===== src/rtl/sss_pkg.sv =====
`default_nettype none

package sss_pkg;

   // Fixed field widths of the transaction payloads and the target register.
   localparam int TARGET_W     = 21;
   localparam int ELEM_FIELD_W = 16;
   localparam int COUNT_W      = 17;
   localparam int MASK_W       = 16;

   // Saturation value of the match counter.
   localparam logic [COUNT_W-1:0] COUNT_MAX = '1;

   // One walk step as it leaves the step generator, aligned with the store read data.
   typedef struct packed {
      logic valid;
      logic subtract;
   } step_type;

   // Control from the sequencer to the accumulator.
   typedef struct packed {
      logic clear;
      logic load;
      logic start;
   } accum_ctl_type;

endpackage

`default_nettype wire


===== src/rtl/sss_req_if.sv =====
`default_nettype none

interface sss_req_if;
   import sss_pkg::*;

   logic                           valid;
   logic                           ready;
   logic signed [ELEM_FIELD_W-1:0] element_value;
   logic                           last_element;

   modport source (output valid, output element_value, output last_element, input ready);
   modport sink   (input valid, input element_value, input last_element, output ready);

endinterface

`default_nettype wire


===== src/rtl/sss_rsp_if.sv =====
`default_nettype none

interface sss_rsp_if;
   import sss_pkg::*;

   logic               valid;
   logic               ready;
   logic               found;
   logic [COUNT_W-1:0] match_count;
   logic [MASK_W-1:0]  subset_mask;
   logic               overflow;

   modport source (output valid, output found, output match_count, output subset_mask,
                   output overflow, input ready);
   modport sink   (input valid, input found, input match_count, input subset_mask,
                   input overflow, output ready);

endinterface

`default_nettype wire


===== src/rtl/sss_elem_store.sv =====
`default_nettype none

module sss_elem_store
   import sss_pkg::*;
#(
   parameter int DEPTH  = 16,
   parameter int WIDTH  = 16,
   parameter int ADDR_W = 4
) (
   input  wire logic              clock,
   input  wire logic              wr_en,
   input  wire logic [ADDR_W-1:0] wr_addr,
   input  wire logic [WIDTH-1:0]  wr_data,
   input  wire logic [ADDR_W-1:0] rd_addr,
   output logic      [WIDTH-1:0]  rd_data
);

   logic [WIDTH-1:0] store_ff [DEPTH];
   logic [WIDTH-1:0] rd_data_ff;

   // One write port and one registered read port.
   always_ff @(posedge clock) begin
      if (wr_en) begin
         store_ff[wr_addr] <= wr_data;
      end
      rd_data_ff <= store_ff[rd_addr];
   end

   assign rd_data = rd_data_ff;

endmodule

`default_nettype wire


===== src/rtl/sss_step_gen.sv =====
`default_nettype none

module sss_step_gen
   import sss_pkg::*;
#(
   parameter int MAX_ELEMENTS = 16,
   parameter int CNT_W        = 5,
   parameter int ADDR_W       = 4
) (
   input  wire logic                    clock,
   input  wire logic                    reset,
   input  wire logic                    start,
   input  wire logic [CNT_W-1:0]        elem_count,
   output logic      [ADDR_W-1:0]       rd_addr,
   output logic                         active,
   output step_type                     step,
   output logic      [MAX_ELEMENTS-1:0] leaf
);

   localparam int STEP_W = MAX_ELEMENTS + 1;

   logic [STEP_W-1:0]       step_ff, step_in;
   logic                    active_ff, active_in;
   step_type                step_out_ff, step_out_in;
   logic [MAX_ELEMENTS-1:0] leaf_ff, leaf_in;

   logic [STEP_W-1:0]       leaves;
   logic                    last_step;
   logic [MAX_ELEMENTS-1:0] t;
   logic [MAX_ELEMENTS-1:0] low_bit;
   logic [ADDR_W-1:0]       flip_pos;

   // Gray-code walk: step t flips the leaf bit at the lowest set bit of t.
   always_comb begin
      leaves    = STEP_W'(1) << elem_count;
      last_step = (step_ff == (leaves - STEP_W'(1)));
      t         = step_ff[MAX_ELEMENTS-1:0];
      low_bit   = t & (~t + MAX_ELEMENTS'(1));
      flip_pos  = '0;
      for (int i = 0; i < MAX_ELEMENTS; i++) begin
         if (low_bit[i]) begin
            flip_pos = flip_pos | ADDR_W'(i);
         end
      end
      // Leaf bit b belongs to element N-1-b.
      rd_addr = ADDR_W'(elem_count - CNT_W'(1) - CNT_W'(flip_pos));
   end

   // Step counter and the registered step that meets the store read data.
   always_comb begin
      step_in              = step_ff;
      active_in            = active_ff;
      step_out_in.valid    = active_ff;
      // A leaf bit that turns to one drops its element from the subset.
      step_out_in.subtract = ~|(t & (low_bit << 1));
      leaf_in              = t ^ (t >> 1);
      if (start) begin
         step_in   = STEP_W'(1);
         active_in = 1'b1;
      end else if (active_ff) begin
         step_in = step_ff + STEP_W'(1);
         if (last_step) begin
            active_in = 1'b0;
         end
      end
   end

   always_ff @(posedge clock) begin
      if (reset) begin
         step_ff           <= '0;
         active_ff         <= 1'b0;
         step_out_ff.valid <= 1'b0;
      end else begin
         step_ff           <= step_in;
         active_ff         <= active_in;
         step_out_ff.valid <= step_out_in.valid;
      end
      step_out_ff.subtract <= step_out_in.subtract;
      leaf_ff              <= leaf_in;
   end

   assign active = active_ff;
   assign step   = step_out_ff;
   assign leaf   = leaf_ff;

endmodule

`default_nettype wire


===== src/rtl/sss_accum.sv =====
`default_nettype none

module sss_accum
   import sss_pkg::*;
#(
   parameter int ELEMENT_WIDTH = 16,
   parameter int MAX_ELEMENTS  = 16,
   parameter int SUM_W         = 21
) (
   input  wire logic                        clock,
   input  wire logic                        reset,
   input  wire accum_ctl_type               ctl,
   input  wire logic [ELEMENT_WIDTH-1:0]    load_data,
   input  wire logic [ELEMENT_WIDTH-1:0]    rd_data,
   input  wire step_type                    step,
   input  wire logic [MAX_ELEMENTS-1:0]     leaf,
   input  wire logic signed [TARGET_W-1:0]  target,
   output logic                             busy,
   output logic      [COUNT_W-1:0]          match_count,
   output logic      [MAX_ELEMENTS-1:0]     best_leaf
);

   logic [SUM_W-1:0]        sum_ff, sum_in;
   logic                    cmp_valid_ff, cmp_valid_in;
   logic [MAX_ELEMENTS-1:0] cmp_leaf_ff, cmp_leaf_in;
   logic [COUNT_W-1:0]      count_ff, count_in;
   logic [MAX_ELEMENTS-1:0] best_ff, best_in;

   logic [ELEMENT_WIDTH-1:0] op_raw;
   logic [SUM_W-1:0]         op_ext;
   logic                     subtract;
   logic [SUM_W-1:0]         sum_next;
   logic [SUM_W-1:0]         target_ext;
   logic                     hit;

   // Shared add/subtract unit: loads build the full-set sum, walk steps adjust it.
   always_comb begin
      op_raw   = step.valid ? rd_data : load_data;
      op_ext   = {{(SUM_W-ELEMENT_WIDTH){op_raw[ELEMENT_WIDTH-1]}}, op_raw};
      subtract = step.valid & step.subtract;
      sum_next = sum_ff + (subtract ? ~op_ext : op_ext) + SUM_W'(subtract);
      sum_in   = sum_ff;
      if (ctl.clear) begin
         sum_in = '0;
      end else if (ctl.load || step.valid) begin
         sum_in = sum_next;
      end
   end

   // Compare the sum of the current leaf and keep the count and the highest matching leaf.
   always_comb begin
      target_ext   = SUM_W'(target);
      hit          = cmp_valid_ff && (sum_ff == target_ext);
      cmp_valid_in = ctl.start | step.valid;
      cmp_leaf_in  = ctl.start ? '0 : leaf;
      count_in     = count_ff;
      best_in      = best_ff;
      if (ctl.start) begin
         count_in = '0;
         best_in  = '0;
      end else if (hit) begin
         if (count_ff != COUNT_MAX) begin
            count_in = count_ff + COUNT_W'(1);
         end
         if ((count_ff == '0) || (cmp_leaf_ff > best_ff)) begin
            best_in = cmp_leaf_ff;
         end
      end
   end

   always_ff @(posedge clock) begin
      if (reset) begin
         sum_ff       <= '0;
         cmp_valid_ff <= 1'b0;
         count_ff     <= '0;
         best_ff      <= '0;
      end else begin
         sum_ff       <= sum_in;
         cmp_valid_ff <= cmp_valid_in;
         count_ff     <= count_in;
         best_ff      <= best_in;
      end
      cmp_leaf_ff <= cmp_leaf_in;
   end

   assign busy        = cmp_valid_ff;
   assign match_count = count_ff;
   assign best_leaf   = best_ff;

endmodule

`default_nettype wire


===== src/rtl/subset_sum_counter_top.sv =====
// Element transactions are taken one per cycle while loading; each that fits in the store is
// stored and added into the running sum, and any beyond it sets the overflow flag. A
// transaction with last_element set starts a Gray-code walk over all 2^N subsets of the N
// stored elements, one leaf per cycle through a single shared adder; the result is then
// offered, and no element is taken until it is delivered. Reset (synchronous, active high)
// clears the set, the overflow flag and the target to zero; the element store is not cleared.
`default_nettype none

module subset_sum_counter_top
   import sss_pkg::*;
#(
   parameter int MAX_ELEMENTS  = 16,
   parameter int ELEMENT_WIDTH = 16
) (
   input  wire logic                       clock,
   input  wire logic                       reset,
   sss_req_if.sink                         req_bus,
   sss_rsp_if.source                       rsp_bus,
   input  wire logic                       csr_write_en,
   input  wire logic signed [TARGET_W-1:0] csr_write_data
);

   localparam int CNT_W   = $clog2(MAX_ELEMENTS + 1);
   localparam int ADDR_W  = (MAX_ELEMENTS > 1) ? $clog2(MAX_ELEMENTS) : 1;
   localparam int SUM_RAW = ELEMENT_WIDTH + CNT_W;
   localparam int SUM_W   = (SUM_RAW > TARGET_W) ? SUM_RAW : TARGET_W;
   localparam int RAW_W   = (ELEMENT_WIDTH > ELEM_FIELD_W) ? ELEMENT_WIDTH : ELEM_FIELD_W;

   typedef enum logic [1:0] {
      ST_LOAD,
      ST_WALK,
      ST_REPLY
   } state_type;

   state_type                  state_ff, state_in;
   logic [CNT_W-1:0]           elem_count_ff, elem_count_in;
   logic                       overflow_ff, overflow_in;
   logic signed [TARGET_W-1:0] target_ff;
   logic                       found_ff, found_in;
   logic [COUNT_W-1:0]         match_count_ff, match_count_in;
   logic [MASK_W-1:0]          subset_mask_ff, subset_mask_in;
   logic                       rsp_overflow_ff, rsp_overflow_in;

   logic                     req_accept;
   logic                     rsp_accept;
   logic                     store_room;
   logic [RAW_W-1:0]         raw_ext;
   logic [ELEMENT_WIDTH-1:0] elem_value;
   accum_ctl_type            accum_ctl;
   logic                     walk_busy;

   logic [ADDR_W-1:0]        rd_addr;
   logic [ELEMENT_WIDTH-1:0] rd_data;
   logic                     gen_active;
   step_type                 gen_step;
   logic [MAX_ELEMENTS-1:0]  gen_leaf;
   logic                     accum_busy;
   logic [COUNT_W-1:0]       accum_count;
   logic [MAX_ELEMENTS-1:0]  best_leaf;

   // Handshake and element capture; input bits above the element width are ignored.
   always_comb begin
      req_accept = req_bus.valid && (state_ff == ST_LOAD);
      rsp_accept = (state_ff == ST_REPLY) && rsp_bus.ready;
      store_room = (elem_count_ff != CNT_W'(MAX_ELEMENTS));
      raw_ext    = RAW_W'($unsigned(req_bus.element_value));
      elem_value = raw_ext[ELEMENT_WIDTH-1:0];
      accum_ctl.clear = rsp_accept;
      accum_ctl.load  = req_accept && store_room;
      accum_ctl.start = req_accept && req_bus.last_element;
      walk_busy  = gen_active || gen_step.valid || accum_busy;
   end

   sss_elem_store #(
      .DEPTH  (MAX_ELEMENTS),
      .WIDTH  (ELEMENT_WIDTH),
      .ADDR_W (ADDR_W)
   ) u_store (
      .clock   (clock),
      .wr_en   (accum_ctl.load),
      .wr_addr (elem_count_ff[ADDR_W-1:0]),
      .wr_data (elem_value),
      .rd_addr (rd_addr),
      .rd_data (rd_data)
   );

   sss_step_gen #(
      .MAX_ELEMENTS (MAX_ELEMENTS),
      .CNT_W        (CNT_W),
      .ADDR_W       (ADDR_W)
   ) u_step_gen (
      .clock      (clock),
      .reset      (reset),
      .start      (accum_ctl.start),
      .elem_count (elem_count_ff),
      .rd_addr    (rd_addr),
      .active     (gen_active),
      .step       (gen_step),
      .leaf       (gen_leaf)
   );

   sss_accum #(
      .ELEMENT_WIDTH (ELEMENT_WIDTH),
      .MAX_ELEMENTS  (MAX_ELEMENTS),
      .SUM_W         (SUM_W)
   ) u_accum (
      .clock       (clock),
      .reset       (reset),
      .ctl         (accum_ctl),
      .load_data   (elem_value),
      .rd_data     (rd_data),
      .step        (gen_step),
      .leaf        (gen_leaf),
      .target      (target_ff),
      .busy        (accum_busy),
      .match_count (accum_count),
      .best_leaf   (best_leaf)
   );

   // Sequencer: load elements, walk the subsets, then hold the result until it is taken.
   always_comb begin
      state_in        = state_ff;
      elem_count_in   = elem_count_ff;
      overflow_in     = overflow_ff;
      found_in        = found_ff;
      match_count_in  = match_count_ff;
      subset_mask_in  = subset_mask_ff;
      rsp_overflow_in = rsp_overflow_ff;
      case (state_ff)
         ST_LOAD: begin
            if (req_accept) begin
               if (store_room) begin
                  elem_count_in = elem_count_ff + CNT_W'(1);
               end else begin
                  overflow_in = 1'b1;
               end
               if (req_bus.last_element) begin
                  state_in = ST_WALK;
               end
            end
         end
         ST_WALK: begin
            if (!walk_busy) begin
               found_in        = (accum_count != '0);
               match_count_in  = accum_count;
               rsp_overflow_in = overflow_ff;
               // Leaf bit N-1-k clear means element k is in the subset.
               subset_mask_in  = '0;
               for (int k = 0; k < MASK_W; k++) begin
                  if ((accum_count != '0) && (k < int'(elem_count_ff))) begin
                     subset_mask_in[k] =
                        ~best_leaf[ADDR_W'(int'(elem_count_ff) - 1 - k)];
                  end
               end
               state_in = ST_REPLY;
            end
         end
         ST_REPLY: begin
            if (rsp_accept) begin
               elem_count_in = '0;
               overflow_in   = 1'b0;
               state_in      = ST_LOAD;
            end
         end
         default: begin
            state_in = ST_LOAD;
         end
      endcase
   end

   always_ff @(posedge clock) begin
      if (reset) begin
         state_ff      <= ST_LOAD;
         elem_count_ff <= '0;
         overflow_ff   <= 1'b0;
         target_ff     <= '0;
      end else begin
         state_ff      <= state_in;
         elem_count_ff <= elem_count_in;
         overflow_ff   <= overflow_in;
         if (csr_write_en) begin
            target_ff <= csr_write_data;
         end
      end
      found_ff        <= found_in;
      match_count_ff  <= match_count_in;
      subset_mask_ff  <= subset_mask_in;
      rsp_overflow_ff <= rsp_overflow_in;
   end

   // Port drive.
   assign req_bus.ready       = (state_ff == ST_LOAD);
   assign rsp_bus.valid       = (state_ff == ST_REPLY);
   assign rsp_bus.found       = found_ff;
   assign rsp_bus.match_count = match_count_ff;
   assign rsp_bus.subset_mask = subset_mask_ff;
   assign rsp_bus.overflow    = rsp_overflow_ff;

endmodule

`default_nettype wire


===== src/flat_wrapper.sv =====
// flat-port wrapper written by rule: the top's interface ports become plain ports
module subset_sum_counter_top_flat import sss_pkg::*;
#(
   parameter int MAX_ELEMENTS  = 16,
   parameter int ELEMENT_WIDTH = 16
)
  (clock, reset, csr_write_en, csr_write_data, req_bus_valid, req_bus_element_value, req_bus_last_element, req_bus_ready, rsp_bus_valid, rsp_bus_found, rsp_bus_match_count, rsp_bus_subset_mask, rsp_bus_overflow, rsp_bus_ready);
  sss_req_if req_bus_i ();
  sss_rsp_if rsp_bus_i ();
  input  wire logic clock;
  input  wire logic reset;
  input  wire logic csr_write_en;
  input  wire logic signed [TARGET_W-1:0] csr_write_data;
  input wire logic [$bits(req_bus_i.valid)-1:0] req_bus_valid;
  input wire logic [$bits(req_bus_i.element_value)-1:0] req_bus_element_value;
  input wire logic [$bits(req_bus_i.last_element)-1:0] req_bus_last_element;
  output wire logic [$bits(req_bus_i.ready)-1:0] req_bus_ready;
  output wire logic [$bits(rsp_bus_i.valid)-1:0] rsp_bus_valid;
  output wire logic [$bits(rsp_bus_i.found)-1:0] rsp_bus_found;
  output wire logic [$bits(rsp_bus_i.match_count)-1:0] rsp_bus_match_count;
  output wire logic [$bits(rsp_bus_i.subset_mask)-1:0] rsp_bus_subset_mask;
  output wire logic [$bits(rsp_bus_i.overflow)-1:0] rsp_bus_overflow;
  input wire logic [$bits(rsp_bus_i.ready)-1:0] rsp_bus_ready;
  assign req_bus_i.valid = req_bus_valid;
  assign req_bus_i.element_value = req_bus_element_value;
  assign req_bus_i.last_element = req_bus_last_element;
  assign req_bus_ready = req_bus_i.ready;
  assign rsp_bus_valid = rsp_bus_i.valid;
  assign rsp_bus_found = rsp_bus_i.found;
  assign rsp_bus_match_count = rsp_bus_i.match_count;
  assign rsp_bus_subset_mask = rsp_bus_i.subset_mask;
  assign rsp_bus_overflow = rsp_bus_i.overflow;
  assign rsp_bus_i.ready = rsp_bus_ready;
  subset_sum_counter_top #(.MAX_ELEMENTS(MAX_ELEMENTS), .ELEMENT_WIDTH(ELEMENT_WIDTH)) u_core (.clock(clock), .reset(reset), .req_bus(req_bus_i), .rsp_bus(rsp_bus_i), .csr_write_en(csr_write_en), .csr_write_data(csr_write_data));
endmodule

===== config.mk =====
export PLATFORM = sky130hd
export DESIGN_NAME = subset_sum_counter_top_flat
export DESIGN_NICKNAME = d
export VERILOG_FILES = /design/src/rtl/sss_pkg.sv /design/src/rtl/sss_req_if.sv /design/src/rtl/sss_rsp_if.sv /design/src/rtl/sss_elem_store.sv /design/src/rtl/sss_step_gen.sv /design/src/rtl/sss_accum.sv /design/src/rtl/subset_sum_counter_top.sv /design/src/flat_wrapper.sv
export SDC_FILE = /design/constraint.sdc
export NUM_CORES = 1
export LEC_CHECK = 0
export BUFFER_PORTS_ARGS = -buffer_cell sky130_fd_sc_hd__buf_2
export CAP_MARGIN = 20
export CORE_MARGIN = 4
export CORE_UTILIZATION = 50
export DETAILED_ROUTE_END_ITERATION = 16
export HOLD_SLACK_MARGIN = 0.12
export PLACE_DENSITY = 0.64
export SETUP_SLACK_MARGIN = 0.02
export SLEW_MARGIN = 10
export SYNTH_ARGS = -nofsm -noshare
export SYNTH_HDL_FRONTEND = slang
export SYNTH_SLANG_ARGS = --single-unit

===== constraint.sdc =====
create_clock -name clock -period 7.1 [get_ports clock]
set_clock_uncertainty 0.05 [all_clocks]
set_input_delay 0 -clock clock [delete_from_list [all_inputs] [get_ports clock]]
set_output_delay 0 -clock clock [all_outputs]
set_load 0.01 [all_outputs]

==> results.py, run 1 <==
metrics = {
    "finish": {
        "finalNonFillerCells": 2303,
        "syn_to_final_growth_pct": 16.55,
        "layout_commonest_cell": "edfxtp_1",
        "fin_nets": 1868,
        "layout_common_cells": "edfxtp_1, dfxtp_1, nor2_1",
        "drive_above_1_share": 0.1666,
        "antenna_cells": 0,
    },
    "detailed_routing": {
        "num_vias": 13170,
        "wirelength_mm": 48.73,
        "wl_per_cell_um": 21.16,
        "via_per_inst": 5.720,
        "ant_nets": 0,
        "drc": 0,
        "dr.pass1.iters": 5,
        "drtIter0Drc": 1093,
    },
    "timing": {
        "worstMarginPinSlew_ns": 1.147,
        "relSlewSlack": 0.2355,
        "fin_tns_setup_ns": 0,
        "fmax_mhz": 193.8,
        "hold_viol": 0,
        "finalSetupViolations": 0,
        "rsz0062_at_grt": "false",
        "setup_ws_ns": 1.941,
        "finalCritPeriodShare": 0.7267,
        "period_needed_ns": 5.159,
        "slew_violations": 0,
    },
    "setup_path": {
        "cp-startpoint": "u_core.u_step_gen.step_ff[1]$_SDFFE_PP0P_",
        "path_cells": "inv_1 -> ha_1 -> and3_1 -> and3_1 -> and4_1 -> a221oi_1 -> o21ai_0 -> a311o_1 -> fa_2 -> buf_4 -> mux4_2 -> mux4_2",
        "worstPathArrival_ns": 5.58,
        "ff2ff_setup_slack_ns": 1.94,
        "crit_buf_inv": 2,
        "cp-start-kind": "register",
        "worst-path-max-fanout": 36,
        "crit_family": "adder cells",
        "path_class": "reg2reg",
        "r2r_start": "u_core.u_step_gen.step_ff[1]$_SDFFE_PP0P_",
        "crit_required_ns": 7.52,
        "crit_cells": 12,
        "cp-endpoint": "u_core.u_store.rd_data[7]$_DFF_P_",
        "r2r_cells": 12,
        "cp-end-kind": "register",
        "critPathSlowestCell": "fa_2",
        "r2r_end": "u_core.u_store.rd_data[7]$_DFF_P_",
        "cpPeakStageDelay_ns": 1.10,
    },
    "place": {
        "place_inst": 2126,
        "gp_congestion": 0.8483,
        "dp_hpwl_mm": 30.49,
        "post-place-ws_ns": 1.928,
        "portBuffers": 79,
    },
    "power": {
        "switching_share": 0.2565,
        "power.switching_mw": 1.616,
        "p_int_mw": 4.684,
        "pwr-share-clk": 0.374,
        "ir_worst_vdd_mv": 0.2393,
        "leakagePower_nw": 8.862,
        "pwr-share-seq": 0.462,
        "p_per_area_nw_per_um2": 261.2,
        "total_power_mw": 6.300,
        "share_comb_of_total_power": 0.164,
    },
    "floorplanning": {
        "die_area_um2": 44710,
        "core-area_um2": 40830,
        "start_util": 0.5069,
        "io_pins": 80,
        "die_h_um": 211.5,
        "rows": 74,
        "die_w_um": 211.5,
    },
    "synth": {
        "syn_inst": 1557,
        "ys_warn_count": 0,
        "synthArstFlopShare": 0,
        "ys_seq_elements": 443,
        "syn_avg_cell_area_um2": 13.29,
        "synth_nets": 1691,
        "yosysUniqueCellTypes": 78,
        "ys_seq_area_frac": 0.5692,
        "synth_edf_count": 291,
        "synthFlopType": "edfxtp_1",
        "synth_area_um2": 20700,
    },
    "cts": {
        "clock_path_buffers": 3,
        "clkLatencyLatePin_ns": 0.59,
        "clock_sinks": 443,
        "cts_tree": "yes",
        "cts_made_buffers": 46,
        "clock-root-buffer": "clkbuf_16",
        "clk_pin_slew_worst_paths_ns": 0.07,
        "ctsHtreeMaxLevel": 2,
    },
    "global_route": {
        "first_global_vias": 12990,
        "antenna_found_initial": 0,
        "gr-total-overflow": 0,
        "track_usage": 0.2192,
        "grt_start_max_net_pins": 46,
        "grt_pass1_wl_mm": 76.14,
    },
    "flow_run": {
        "drv_cap": 0,
    },
    "worst_hold_path": {
        "hold_class": "in2reg",
    },
    "outcome": {
        "status": "finished clean",
    },
}
==> kinds of logic (layout without fill, tap and decap cells) <==
kind of cell / Yosys count / after routing / synth area share
DFF: 443 / 443 / 0.5692
and+or+nand+nor: 415 / 415 / 0.1001
AOI/OAI and AO/OA: 194 / 194 / 0.05991
muxes: 170 / 170 / 0.1404
buffers and inverters: 128 / 342 / 0.02521
xor gates and xnor gates: 116 / 116 / 0.04945
adders and majority gates: 91 / 91 / 0.05574
==> synth_stat cells (12+ instances only) <==
master | instances | area share
nor3_1 | 32 | 0.0077
inv_1 | 56 | 0.010
dfxtp_1 | 152 | 0.15
buf_2 | 12 | 0.0029
a21o_1 | 18 | 0.0065
and2_1 | 24 | 0.0073
nand4_1 | 17 | 0.0051
edfxtp_1 | 291 | 0.42
xor2_1 | 23 | 0.0097
and3_1 | 29 | 0.0088
a21oi_1 | 79 | 0.019
ha_1 | 89 | 0.054
mux2i_1 | 72 | 0.035
xnor2_1 | 92 | 0.039
clkbuf_1 | 44 | 0.0080
o21ai_0 | 33 | 0.0080
nand2_1 | 101 | 0.018
nor2_1 | 117 | 0.021
nand3_1 | 26 | 0.0063
mux4_2 | 96 | 0.10
==> worst min-delay path by stage <==
stage                                   start  slack [ns]                                   endpoint  cells after the start
global placement           csr_write_data[18]        0.18          u_core.target_ff[18]$_SDFFE_PP0P_                      3
finish               req_bus_element_value[5]        0.31   u_core.u_store.store_ff[14][5]$_DFFE_PP_                      2
floorplan            req_bus_element_value[0]        0.05    u_core.u_store.store_ff[0][0]$_DFFE_PP_                      0
detailed placement         csr_write_data[11]        0.19          u_core.target_ff[11]$_SDFFE_PP0P_                      3
CTS                 req_bus_element_value[15]        0.27   u_core.u_store.store_ff[4][15]$_DFFE_PP_                      2
global route        req_bus_element_value[10]        0.30  u_core.u_store.store_ff[14][10]$_DFFE_PP_                      2
==> sequential cells by signal, summed over array words and instances (netlist names), 2 cells and up <==
| register | flops |
|---|---|
| u_core.u_step_gen.leaf | 16 |
| u_core.u_step_gen.step_ff | 17 |
| u_core.u_accum.best_leaf | 16 |
| u_core.state_ff | 2 |
| u_core.u_store.rd_data | 16 |
| u_core.rsp_bus.match_count | 17 |
| u_core.u_accum.match_count | 17 |
| u_core.rsp_bus.subset_mask | 16 |
| u_core.u_accum.sum_ff | 21 |
| u_core.u_accum.cmp_leaf_ff | 16 |
| u_core.elem_count_ff | 5 |
| u_core.u_step_gen.step | 2 |
| u_core.target_ff | 21 |
| u_core.u_store.store_ff | 256 |
==> metrics by stage <==
stage / area (µm²) / utilization / hold WS, ns
2_1_floorplan: 20700 / - / 0.04887
3_3_place_gp: 21700 / 0.5313 / 0.1844
3_5_place_dp: 21700 / 0.5315 / 0.1926
4_1_cts: 24110 / 0.5904 / 0.2662
5_1_grt: 24120 / 0.5908 / 0.3006
6_report: 24120 / 0.5908 / 0.3055
==> timing repair <==
action / in CTS / in global routing
setup buffers: 0 / 0
gates resized for setup: 0 / 0
hold buffers: 91 / 0
hold endpoints to repair: 336 / 0
==> power by group through the flow <==
stage	logic, mW	clock network (mW)	registers (mW)
after floorplan	0.761	0	2.95
after global placement	0.959	0	2.97
after detailed placement	0.983	0	2.97
after CTS	1.03	2.40	2.91
after global routing	1.13	2.52	2.92
final	1.03	2.35	2.91
==> per-layer routing <==
layer  global-route usage  routed length [µm]  vias to the layer above
met3              0.03571                2893                       49
met5                    0                   0                        -
met2               0.3460               22760                      390
met1               0.3248               22330                     6550
met4              0.04798                 748                        0
li1                     -                   -                     6184
==> cell type report <==
type | count | area, µm²
Fill cell | 3144 | 16710
Sequential cell | 443 | 11780
Multi-Input combinational cell | 986 | 8433
Timing Repair Buffer | 199 | 1531
Clock buffer | 67 | 1320
Tap cell | 532 | 665.6
Inverter | 58 | 217.7
Clock inverter | 18 | 173.9
(Power assumes the default switching activity.)
==> run 2: changes to the inputs <==
- PLACE_DENSITY: 0.64 -> 0.66
- clock period: 7.1 -> 4.2 ns (I/O delays scaled with it)
==> results.py, run 2 (synthesis results as in run 1) <==
metrics = {
    "setup_path": {
        "cp-end-kind": "register",
        "crit_required_ns": 4.60,
        "cp-start-kind": "register",
        "worstPathArrival_ns": 4.46,
        "path_class": "reg2reg",
        "ff2ff_setup_slack_ns": 0.14,
        "worst-path-max-fanout": 20,
    },
    "timing": {
        "slew_violations": 0,
        "fin_tns_setup_ns": 0,
        "holdWs_ns": 0.3003,
        "finalCritPeriodShare": 0.9662,
        "fmax_mhz": 246.4,
        "worstMarginPinSlew_ns": 0.7668,
        "hold_viol": 0,
        "period_needed_ns": 4.058,
        "relSlewSlack": 0.4888,
        "finalSetupViolations": 0,
        "rsz0062_at_grt": "false",
    },
    "finish": {
        "regMostFlops": "u_core.u_store.store_ff",
        "syn_to_final_growth_pct": 18.43,
        "largest_reg_flops": 256,
        "layout_commonest_cell": "edfxtp_1",
        "antenna_cells": 0,
        "fin_util": 0.6003,
        "nFillCells": 3136,
        "layout_common_cells": "edfxtp_1, dfxtp_1, nor2_1",
        "top_regs": "u_core.u_store.store_ff x256, u_core.target_ff x21, u_core.u_accum.sum_ff x21",
        "drive_above_1_share": 0.1845,
        "fin_nets": 1897,
        "finalNonFillerCells": 2331,
    },
    "cts": {
        "clkLatencyLatePin_ns": 0.58,
        "clock_path_buffers": 3,
        "cts_made_buffers": 46,
        "cts_tree": "yes",
        "ctsHtreeMaxLevel": 2,
        "clock-root-buffer": "clkbuf_16",
        "clock_sinks": 443,
        "clk_pin_slew_worst_paths_ns": 0.07,
    },
    "place": {
        "place_inst": 2150,
        "portBuffers": 79,
        "gp_congestion": 0.8635,
        "dp_hpwl_mm": 31.01,
    },
    "detailed_routing": {
        "dr.pass1.iters": 6,
        "wl_per_cell_um": 21.32,
        "wirelength_mm": 49.70,
        "num_vias": 13340,
        "drtIter0Drc": 1266,
        "via_per_inst": 5.721,
        "ant_nets": 0,
        "drc": 0,
    },
    "power": {
        "p_per_area_nw_per_um2": 442.1,
        "total_power_mw": 10.84,
        "leakagePower_nw": 9.078,
        "ir_worst_vdd_mv": 0.3854,
    },
    "floorplanning": {
        "io_pins": 80,
        "die_h_um": 211.5,
        "die_w_um": 211.5,
        "rows": 74,
        "start_util": 0.5069,
        "die_area_um2": 44710,
        "core-area_um2": 40830,
    },
    "flow_run": {
        "drv_cap": 0,
    },
    "global_route": {
        "first_global_vias": 13100,
        "antenna_found_initial": 1,
        "track_usage": 0.2171,
        "grt_start_max_net_pins": 65,
        "gr-total-overflow": 0,
        "grt_pass1_wl_mm": 75.51,
    },
    "outcome": {
        "status": "finished clean",
    },
    "worst_hold_path": {
        "hold_class": "in2reg",
    },
}
-- run 2: cell types whose count changed in the layout (fill, tap and decap cells not counted), sizes merged --
cell	previous run	this run
clkbuf	67	60
buf	108	134
clkinvlp	4	6
inv	60	58
dlygate4sd3	91	92
clkinv	11	17
bufinv	1	3
-- run 2: per-layer routing --
metal  part of all wire  GRT usage
met1               0.43     0.3052
met4              0.023    0.05420
met3              0.074    0.04105
met5            0.00026          0
met2               0.48     0.3535
-- run 2: layout make-up --
class	count	area [µm²]	area share
timing repair buffer	228	1886	0.07692
multi-input combinational	986	8433	0.3440
clock inverter	26	259.0	0.01057
tap	532	665.6	0.02716
clock buffer	58	1269	0.05176
sequential	443	11780	0.4807
inverter	58	217.7	0.008882
-- run 2: final timing paths --
| check | from | end | depth (start not counted) |
|---|---|---|---|
| min | req_bus_element_value[15] | u_core.u_store.store_ff[11][15]$_DFFE_PP_ | 2 |
| max reg2reg | u_core.u_step_gen.step_ff[0]$_SDFFE_PP0P_ | u_core.u_store.rd_data[8]$_DFF_P_ | 13 |
| max | u_core.u_step_gen.step_ff[0]$_SDFFE_PP0P_ | u_core.u_store.rd_data[8]$_DFF_P_ | 13 |
| min reg2reg | u_core.u_step_gen.leaf[12]$_DFF_P_ | u_core.u_accum.cmp_leaf_ff[12]$_SDFF_PP0_ | 1 |
-- run 2: timing repair --
action,CTS,global route
cloned,0,3
hold endpoints to repair,338,0
hold buffers,92,0
pin swaps,0,2
setup endpoints to repair,1,16
buffers inserted,0,1
resized for setup,1,3
-- run 2: critical path, stage by stage, from the launching register on --
cell	delay [ns]
dfxtp_1	0.33
inv_1	0.09
ha_1	0.26
and3_1	0.25
and3_1	0.23
and4_1	0.24
a221oi_1	0.24
o21ai_1	0.15
a311o_1	0.37
fa_2	0.58
buf_12	0.14
buf_8	0.20
mux4_2	0.32
mux4_2	0.49
-- run 2: power breakdown --
part	switching (mW)	leakage (nW)	internal, mW	total (mW)
clock	1.73	0.744	2.35	4.08
combinational	0.940	4.45	0.901	1.84
sequential	0.111	3.88	4.81	4.92
-- run 2: per-stage QoR --
| stage | cell area [µm²] | setup WS, ns |
|---|---|---|
| floorplan | 20700 | 0.05254 |
| global placement | 21960 | 0.1919 |
| detailed placement | 21960 | 0.01211 |
| CTS | 24410 | 0.01123 |
| global route | 24510 | 0.04631 |
| finish | 24510 | 0.1420 |
